$ cat config.mk
export PLATFORM = sky130hd
export DESIGN_NAME = comment_strip_space_collapse_unit
export DESIGN_NICKNAME = d
export VERILOG_FILES = /design/src/rtl/cssc_pkg.sv /design/src/rtl/cssc_core.sv /design/src/rtl/cssc_outq.sv /design/src/rtl/comment_strip_space_collapse_unit.sv
export VERILOG_INCLUDE_DIRS = /design/src /design/src/rtl
export SDC_FILE = /design/constraint.sdc
export NUM_CORES = 1
export LEC_CHECK = 0
export BUFFER_PORTS_ARGS = -buffer_cell sky130_fd_sc_hd__buf_4
export CORE_MARGIN = 4
export CORE_UTILIZATION = 37
export CTS_BUF_LIST = sky130_fd_sc_hd__clkbuf_4
export DETAILED_ROUTE_END_ITERATION = 7
export HOLD_SLACK_MARGIN = 0.12
export PLACE_DENSITY = 0.54
export SETUP_SLACK_MARGIN = 0.5
export SLEW_MARGIN = 10
export SYNTH_ARGS = -nofsm -noshare
export SYNTH_HDL_FRONTEND = slang
export SYNTH_SLANG_ARGS = --single-unit
$ cat constraint.sdc
create_clock -name clk_i -period 5.2 [get_ports clk_i]
set_input_delay 0.78 -clock clk_i [delete_from_list [all_inputs] [get_ports clk_i]]
set_output_delay 0.78 -clock clk_i [all_outputs]
set_load 0.03 [all_outputs]
$ cat src/rtl/comment_strip_space_collapse_unit_macros.svh
`ifndef COMMENT_STRIP_SPACE_COLLAPSE_UNIT_MACROS_SVH
`define COMMENT_STRIP_SPACE_COLLAPSE_UNIT_MACROS_SVH

// cond must never hold at a clock edge outside reset
`define CSSC_ASSERT_NEVER(lbl, cond) \
  lbl: assert property (@(posedge clk_i) disable iff (!rst_ni) !(cond)) \
    else $error("cssc: forbidden condition seen");

// whenever a holds, b holds at the same edge
`define CSSC_ASSERT_IMPLIES(lbl, a, b) \
  lbl: assert property (@(posedge clk_i) disable iff (!rst_ni) (a) |-> (b)) \
    else $error("cssc: implication violated");

`endif

$ cat src/rtl/cssc_pkg.sv
`default_nettype none

package cssc_pkg;

  localparam logic [7:0] CH_SLASH = 8'h2F;
  localparam logic [7:0] CH_STAR  = 8'h2A;
  localparam logic [7:0] CH_LF    = 8'h0A;
  localparam logic [7:0] CH_SPACE = 8'h20;
  localparam logic [7:0] CH_TAB   = 8'h09;
  localparam logic [7:0] CH_CR    = 8'h0D;
  localparam logic [7:0] CH_FF    = 8'h0C;
  localparam logic [7:0] CH_VT    = 8'h0B;

  // output queue depth: one beat waiting plus two from a new byte
  localparam int unsigned QDepth = 3;
  localparam int unsigned QIdxW  = $clog2(QDepth);

  typedef enum logic [1:0] {
    MODE_NORMAL = 2'd0,
    MODE_LINE   = 2'd1,
    MODE_BLOCK  = 2'd2
  } mode_e;

  typedef struct packed {
    logic [7:0] in_byte;
    logic       in_last;
  } in_beat_t;

  typedef struct packed {
    logic [7:0] out_byte;
    logic       out_run_last;
  } out_beat_t;

  // beats caused by one input byte, item[0] goes out first
  typedef struct packed {
    logic [1:0]      cnt;
    out_beat_t [1:0] item;
  } res_t;

  function automatic logic is_blank(input logic [7:0] c);
    return (c == CH_SPACE) || (c == CH_TAB) || (c == CH_LF) ||
           (c == CH_CR) || (c == CH_FF) || (c == CH_VT);
  endfunction

endpackage

`default_nettype wire

$ cat src/rtl/cssc_core.sv
`default_nettype none
`include "comment_strip_space_collapse_unit_macros.svh"

module cssc_core import cssc_pkg::*; (
  input  wire logic     clk_i,
  input  wire logic     rst_ni,
  input  wire logic     fire_i,
  input  wire in_beat_t beat_i,
  output res_t          res_o
);

  mode_e mode_q, mode_d;
  logic  slash_q, slash_d;
  logic  star_q, star_d;
  logic  prev_space_q, prev_space_d;

  // emit requests: held slash ahead of byte, the byte, slash flushed at end
  logic       req_pre, req_byte, req_post;
  logic [7:0] c;

  assign c = beat_i.in_byte;

  // next state and emit requests
  always_comb begin
    logic handled;
    handled  = 1'b0;
    mode_d   = mode_q;
    slash_d  = slash_q;
    star_d   = star_q;
    req_pre  = 1'b0;
    req_byte = 1'b0;
    req_post = 1'b0;
    unique case (mode_q)
      MODE_LINE: begin
        if (c == CH_LF) begin
          mode_d   = MODE_NORMAL;
          req_byte = 1'b1;
        end
      end
      MODE_BLOCK: begin
        if (star_q && (c == CH_SLASH)) begin
          mode_d = MODE_NORMAL;
          star_d = 1'b0;
        end else begin
          star_d = (c == CH_STAR);
        end
      end
      default: begin
        // unused mode code behaves as normal text
        if (slash_q) begin
          slash_d = 1'b0;
          if (c == CH_SLASH) begin
            mode_d  = MODE_LINE;
            handled = 1'b1;
          end else if (c == CH_STAR) begin
            mode_d  = MODE_BLOCK;
            star_d  = 1'b0;
            handled = 1'b1;
          end else begin
            req_pre = 1'b1;
          end
        end
        if (!handled) begin
          if (c == CH_SLASH) begin
            slash_d = 1'b1;
          end else begin
            req_byte = 1'b1;
          end
        end
      end
    endcase
    if (beat_i.in_last) begin
      req_post = slash_d;
      mode_d   = MODE_NORMAL;
      slash_d  = 1'b0;
      star_d   = 1'b0;
    end
  end

  // whitespace collapse over the requested bytes
  always_comb begin
    logic [2:0]       req;
    logic [2:0][7:0]  ch;
    logic             ps;
    logic [1:0]       n;
    req   = {req_post, req_byte, req_pre};
    ch    = {CH_SLASH, c, CH_SLASH};
    ps    = prev_space_q;
    n     = 2'd0;
    res_o = '0;
    for (int k = 0; k < 3; k++) begin
      if (req[k]) begin
        if (is_blank(ch[k])) begin
          if (!ps) begin
            ps = 1'b1;
            res_o.item[n[0]] = '{out_byte: CH_SPACE, out_run_last: 1'b0};
            n = n + 2'd1;
          end
        end else begin
          ps = 1'b0;
          res_o.item[n[0]] = '{out_byte: ch[k], out_run_last: 1'b0};
          n = n + 2'd1;
        end
      end
    end
    if (n == 2'd2) begin
      res_o.item[1].out_run_last = 1'b1;
    end else if (n == 2'd1) begin
      res_o.item[0].out_run_last = 1'b1;
    end
    res_o.cnt    = n;
    prev_space_d = beat_i.in_last ? 1'b0 : ps;
  end

  always_ff @(posedge clk_i or negedge rst_ni) begin
    if (!rst_ni) begin
      mode_q       <= MODE_NORMAL;
      slash_q      <= 1'b0;
      star_q       <= 1'b0;
      prev_space_q <= 1'b0;
    end else if (fire_i) begin
      mode_q       <= mode_d;
      slash_q      <= slash_d;
      star_q       <= star_d;
      prev_space_q <= prev_space_d;
    end
  end

  `CSSC_ASSERT_IMPLIES(a_slash_only_normal, slash_q, mode_q == MODE_NORMAL)
  `CSSC_ASSERT_IMPLIES(a_star_only_block, star_q, mode_q == MODE_BLOCK)
  `CSSC_ASSERT_IMPLIES(a_pair_starts_slash, res_o.cnt == 2'd2,
    (res_o.item[0].out_byte == CH_SLASH) && !res_o.item[0].out_run_last)

endmodule

`default_nettype wire

$ cat src/rtl/cssc_outq.sv
`default_nettype none
`include "comment_strip_space_collapse_unit_macros.svh"

module cssc_outq import cssc_pkg::*; (
  input  wire logic      clk_i,
  input  wire logic      rst_ni,
  input  wire res_t      push_i,
  output logic           space_o,
  output logic           out_valid_o,
  input  wire logic      out_ready_i,
  output out_beat_t      out_data_o
);

  out_beat_t [QDepth-1:0] ent_q, ent_d;
  logic [QIdxW-1:0]       cnt_q, cnt_d;
  logic                   pop;

  assign pop         = out_valid_o && out_ready_i;
  assign out_valid_o = (cnt_q != '0);
  assign out_data_o  = ent_q[0];
  // room for the two beats a byte may cause
  assign space_o     = (cnt_q <= QIdxW'(QDepth - 2));

  always_comb begin
    logic [QIdxW-1:0] base;
    ent_d = ent_q;
    base  = cnt_q;
    if (pop) begin
      for (int k = 0; k < QDepth - 1; k++) begin
        ent_d[k] = ent_q[k+1];
      end
      base = base - QIdxW'(1);
    end
    if (push_i.cnt != 2'd0) begin
      ent_d[base] = push_i.item[0];
    end
    if (push_i.cnt == 2'd2) begin
      ent_d[QIdxW'(base + QIdxW'(1))] = push_i.item[1];
    end
    cnt_d = QIdxW'(base + QIdxW'(push_i.cnt));
  end

  always_ff @(posedge clk_i or negedge rst_ni) begin
    if (!rst_ni) begin
      cnt_q <= '0;
    end else begin
      cnt_q <= cnt_d;
    end
  end

  always_ff @(posedge clk_i) begin
    ent_q <= ent_d;
  end

  `CSSC_ASSERT_NEVER(a_cnt_range, cnt_q > QIdxW'(QDepth))
  `CSSC_ASSERT_IMPLIES(a_push_has_room, push_i.cnt != 2'd0, space_o)

endmodule

`default_nettype wire

$ cat src/rtl/comment_strip_space_collapse_unit.sv
// channel | direction | handshake              | payload
// in      | input     | in_valid_i / in_ready_o   | in_data_i  (in_beat_t)
// out     | output    | out_valid_o / out_ready_i | out_data_o (out_beat_t)
//
// one byte per cycle; a byte that releases a held slash together with itself
// causes two beats and keeps in_ready_o low while the single
// output port drains the 3-entry output queue
// first beat of a byte is registered in the output queue, not passed through
// reset clears the comment state and empties the queue, no clearing pass
// out_ready_i low fills the queue; in_ready_o drops with two beats waiting
`default_nettype none

module comment_strip_space_collapse_unit import cssc_pkg::*; (
  input  wire logic      clk_i,
  input  wire logic      rst_ni,
  input  wire logic      in_valid_i,
  output logic           in_ready_o,
  input  wire in_beat_t  in_data_i,
  output logic           out_valid_o,
  input  wire logic      out_ready_i,
  output out_beat_t      out_data_o
);

  logic fire;
  logic space;
  res_t res;
  res_t push;

  assign in_ready_o = space;
  assign fire       = in_valid_i && in_ready_o;
  assign push       = fire ? res : '0;

  cssc_core u_core (
    .clk_i  (clk_i),
    .rst_ni (rst_ni),
    .fire_i (fire),
    .beat_i (in_data_i),
    .res_o  (res)
  );

  cssc_outq u_outq (
    .clk_i       (clk_i),
    .rst_ni      (rst_ni),
    .push_i      (push),
    .space_o     (space),
    .out_valid_o (out_valid_o),
    .out_ready_i (out_ready_i),
    .out_data_o  (out_data_o)
  );

endmodule

`default_nettype wire
==> flow_metrics.py <==
metrics = {
    "layout": {
        "final_design_area_no_fill_mm2": 0.002696,
        "final_util_pct": 41.28,
        "final.fill_count": 678,
        "multi_input_area_mm2": 0.001620,
        "area_growth_pct": 5.793,
        "drive_above_1_share_pct": 16.50,
        "seqCellArea_um2": 715.7,
        "fin_nets": 326,
        "n_antenna_cell": 0,
    },
    "synth": {
        "synth_ff_type": "dfxtp_1",
        "ys_seq_elements": 34,
        "synth_cell_types": 67,
        "ys_warn_count": 0,
        "synthDominantCellAreaShare_pct": 21.21,
        "synth_nets": 319,
        "synth_area_mm2": 0.002549,
        "synth-seq-area-share_pct": 28.08,
        "yosysMostFrequentCell": "nand2_1",
        "synthTopCellsByCount": "nand2_1, dfxtp_1, mux2i_1",
        "synthCells": 301,
        "synthArstFlopShare_pct": 20.59,
        "synth.area.top_cells": "dfxtp_1, mux2i_1, nand2_1, dfrtp_1, o221ai_1",
        "synth_edf_count": 0,
        "yosys.area.top_type": "dfxtp_1",
        "syn_area_per_cell_um2": 8.467,
    },
    "setup_path": {
        "regToRegSetupSlack_ns": 1.89,
        "crit_type": "reg2reg",
        "timing.rr.end": "u_outq.ent_q[13]$_DFF_P_",
        "r2r_cells": 8,
        "critPathArrivalTime_ns": 3.56,
        "crit_path_end_kind": "flip-flop",
        "r2r-start": "u_outq.cnt_q[0]$_DFF_PN0_",
        "crit_required_ns": 5.45,
        "startpoint_type": "flip-flop",
        "cp_max_fo": 21,
    },
    "job": {
        "cap_violations": 0,
    },
    "timing": {
        "fin_setup_tns_ns": 0,
        "tightest_slew_ns": 0.9593,
        "setup_viol": 0,
        "skew_ns": 0.01212,
        "drv_slew": 0,
        "fmax_ghz": 0.3019,
        "period_share_pct": 63.71,
        "max_slew_margin_pct": 35.75,
        "hold_violations": 0,
        "min_period_ns": 3.313,
        "rsz0062_at_grt": "false",
        "setup_slack_ns": 1.887,
    },
    "floorplanning": {
        "start_util_pct": 39.02,
        "pin_count": 24,
        "coreArea_mm2": 0.006531,
        "die_y_um": 91.00,
        "dieArea_mm2": 0.008280,
        "rows": 29,
        "dieWidth_um": 91.00,
    },
    "routing": {
        "antenna_left": 0,
        "drc": 0,
        "via_per_inst": 5.741,
        "drt_pass1_iterations": 5,
        "wl_per_cell_um": 17.17,
        "vias": 2216,
        "wirelength_um": 6629,
        "drtIter0Drc": 159,
    },
    "global_route": {
        "grtUsageTotal_pct": 16.73,
        "grt_pass1_vias": 2182,
        "grt_remaining_overflow": 0,
        "grt_pass1_wl_um": 11270,
        "grt_max_degree": 22,
        "antenna_found_initial": 0,
    },
    "clock_tree": {
        "tritoncts": "built",
        "clk_path_buf_depth": 2,
        "ctsRootBufferMaster": "clkbuf_4",
        "cts_num_sinks": 34,
        "hold_buffers": 0,
        "post_cts_buffers": 0,
        "cts_resized": 0,
        "cts_buffers": 5,
        "htree_levels": 2,
        "clock_latency_ns": 0.35,
        "cts.clk_slew.worst_paths_ns": 0.12,
    },
    "power": {
        "p_seq_share_pct": 35.5,
        "p_int_uw": 665.6,
        "switching_share_pct": 44.29,
        "p_clk_share_pct": 12.8,
        "power_mw": 1.195,
        "power_frac_comb_pct": 51.7,
        "cellLeakagePower_nw": 1.261,
        "vdd_drop_max_mv": 0.1278,
        "p_switching_uw": 529.2,
        "p_per_area_mw_per_mm2": 443.1,
    },
    "placed_design": {
        "gp_congestion": 0.8393,
        "port_buffers": 23,
        "dp_slack_ns": 1.664,
        "dp_hpwl_um": 4853,
        "place_area_mm2": 0.002643,
    },
    "worst_hold_path": {
        "min_path_type": "in2async",
    },
    "run_status": {
        "outcome": "finished clean",
    },
}
logic make-up after synthesis:
kind of cell    after synthesis  share of synthesized area (%)
compound gates               70                          24.40
xor+xnor                      4                          1.374
fa+ha+maj                     5                          2.455
buf+inv                      32                          8.345
flops                        34                          28.08
mux                          26                          10.26
simple gates                130                          25.09
how the worst max path moves through the flow:
stage	from	endpoint	slack (ns)	cells past startpoint
final	u_outq.cnt_q[0]$_DFF_PN0_	u_outq.ent_q[13]$_DFF_P_	1.89	8
after global routing	u_outq.cnt_q[0]$_DFF_PN0_	u_outq.ent_q[16]$_DFF_P_	1.47	8
after CTS	u_outq.cnt_q[0]$_DFF_PN0_	u_outq.ent_q[13]$_DFF_P_	1.94	8
after detailed placement	in_data_i[5]	u_outq.cnt_q[1]$_DFF_PN0_	1.66	9
after global placement	in_data_i[5]	u_outq.cnt_q[1]$_DFF_PN0_	1.67	9
after floorplan	in_data_i[2]	u_outq.cnt_q[1]$_DFF_PN0_	2.45	10
area by class of cell:
type / instances / share of cell area (%)
multi-input combinational: 235 / 60.09
sequential: 34 / 26.54
clock inverter: 3 / 0.6032
clock buffer: 5 / 1.392
inverter: 8 / 1.114
tap: 77 / 3.573
timing repair buffer: 24 / 6.682
sequential cells by signal, indices dropped and copies added (netlist names):
signal,cells
u_core.star_q,1
u_outq.out_data_o,9
u_outq.ent_q,18
u_core.slash_q,1
u_core.prev_space_q,1
u_core.mode_q,2
u_outq.cnt_q,2
worst max-delay path, stage by stage (launching register included):
cell and delay [ns]:
dfrtp_1 0.49, inv_1 0.14, ha_1 0.27, nand2b_1 0.58, a31oi_1 0.54, nor2_1 0.18, a31oi_2 0.64, a21oi_1 0.09
a311o_1 0.29
power groups by stage:
stage          Clock (mW)  Combinational (mW)  Sequential (mW)
6_report            0.153               0.618            0.424
3_5_place_dp            0               0.618            0.429
4_1_cts             0.155               0.621            0.423
5_1_grt             0.165               0.693            0.435
3_3_place_gp            0               0.618            0.428
2_1_floorplan           0               0.509            0.412
through the flow:
step                      cells  hold WS (ns)
after floorplan             301        0.4546
after global placement      378        0.4705
after detailed placement    378        0.4792
after CTS                   386        0.2216
after global routing        386        0.2181
final                       386        0.2247
cell usage in the layout (no fill, tap or decap), types with 4 or more instances in the layout:
| cell type | synthesis | final |
|---|---|---|
| nand2_1 | 65 | 65 |
| xnor2_1 | 4 | 4 |
| a21o_1 | 4 | 4 |
| clkbuf_4 | 0 | 5 |
| buf_4 | 11 | 24 |
| nor2_1 | 20 | 20 |
| inv_1 | 8 | 8 |
| o21ai_0 | 7 | 7 |
| o221ai_1 | 10 | 10 |
| dfxtp_1 | 27 | 27 |
| nor3_1 | 8 | 8 |
| nand3_1 | 9 | 9 |
| ha_1 | 5 | 5 |
| mux2i_1 | 25 | 25 |
| a31oi_1 | 6 | 6 |
| dfrtp_1 | 7 | 7 |
| a21oi_1 | 6 | 6 |
per-layer routing:
metal  share of wire (%)  up-vias  routed length [um]  track usage, %
met4                 1.1        0                  74           3.894
met5                   0        -                   0               0
met1                  48     1050                3192           22.19
met2                  46       48                3072           28.08
met3                 4.4       12                 289           3.306
li1                    -     1106                   -               -
Power figures use the tool's default switching activity.
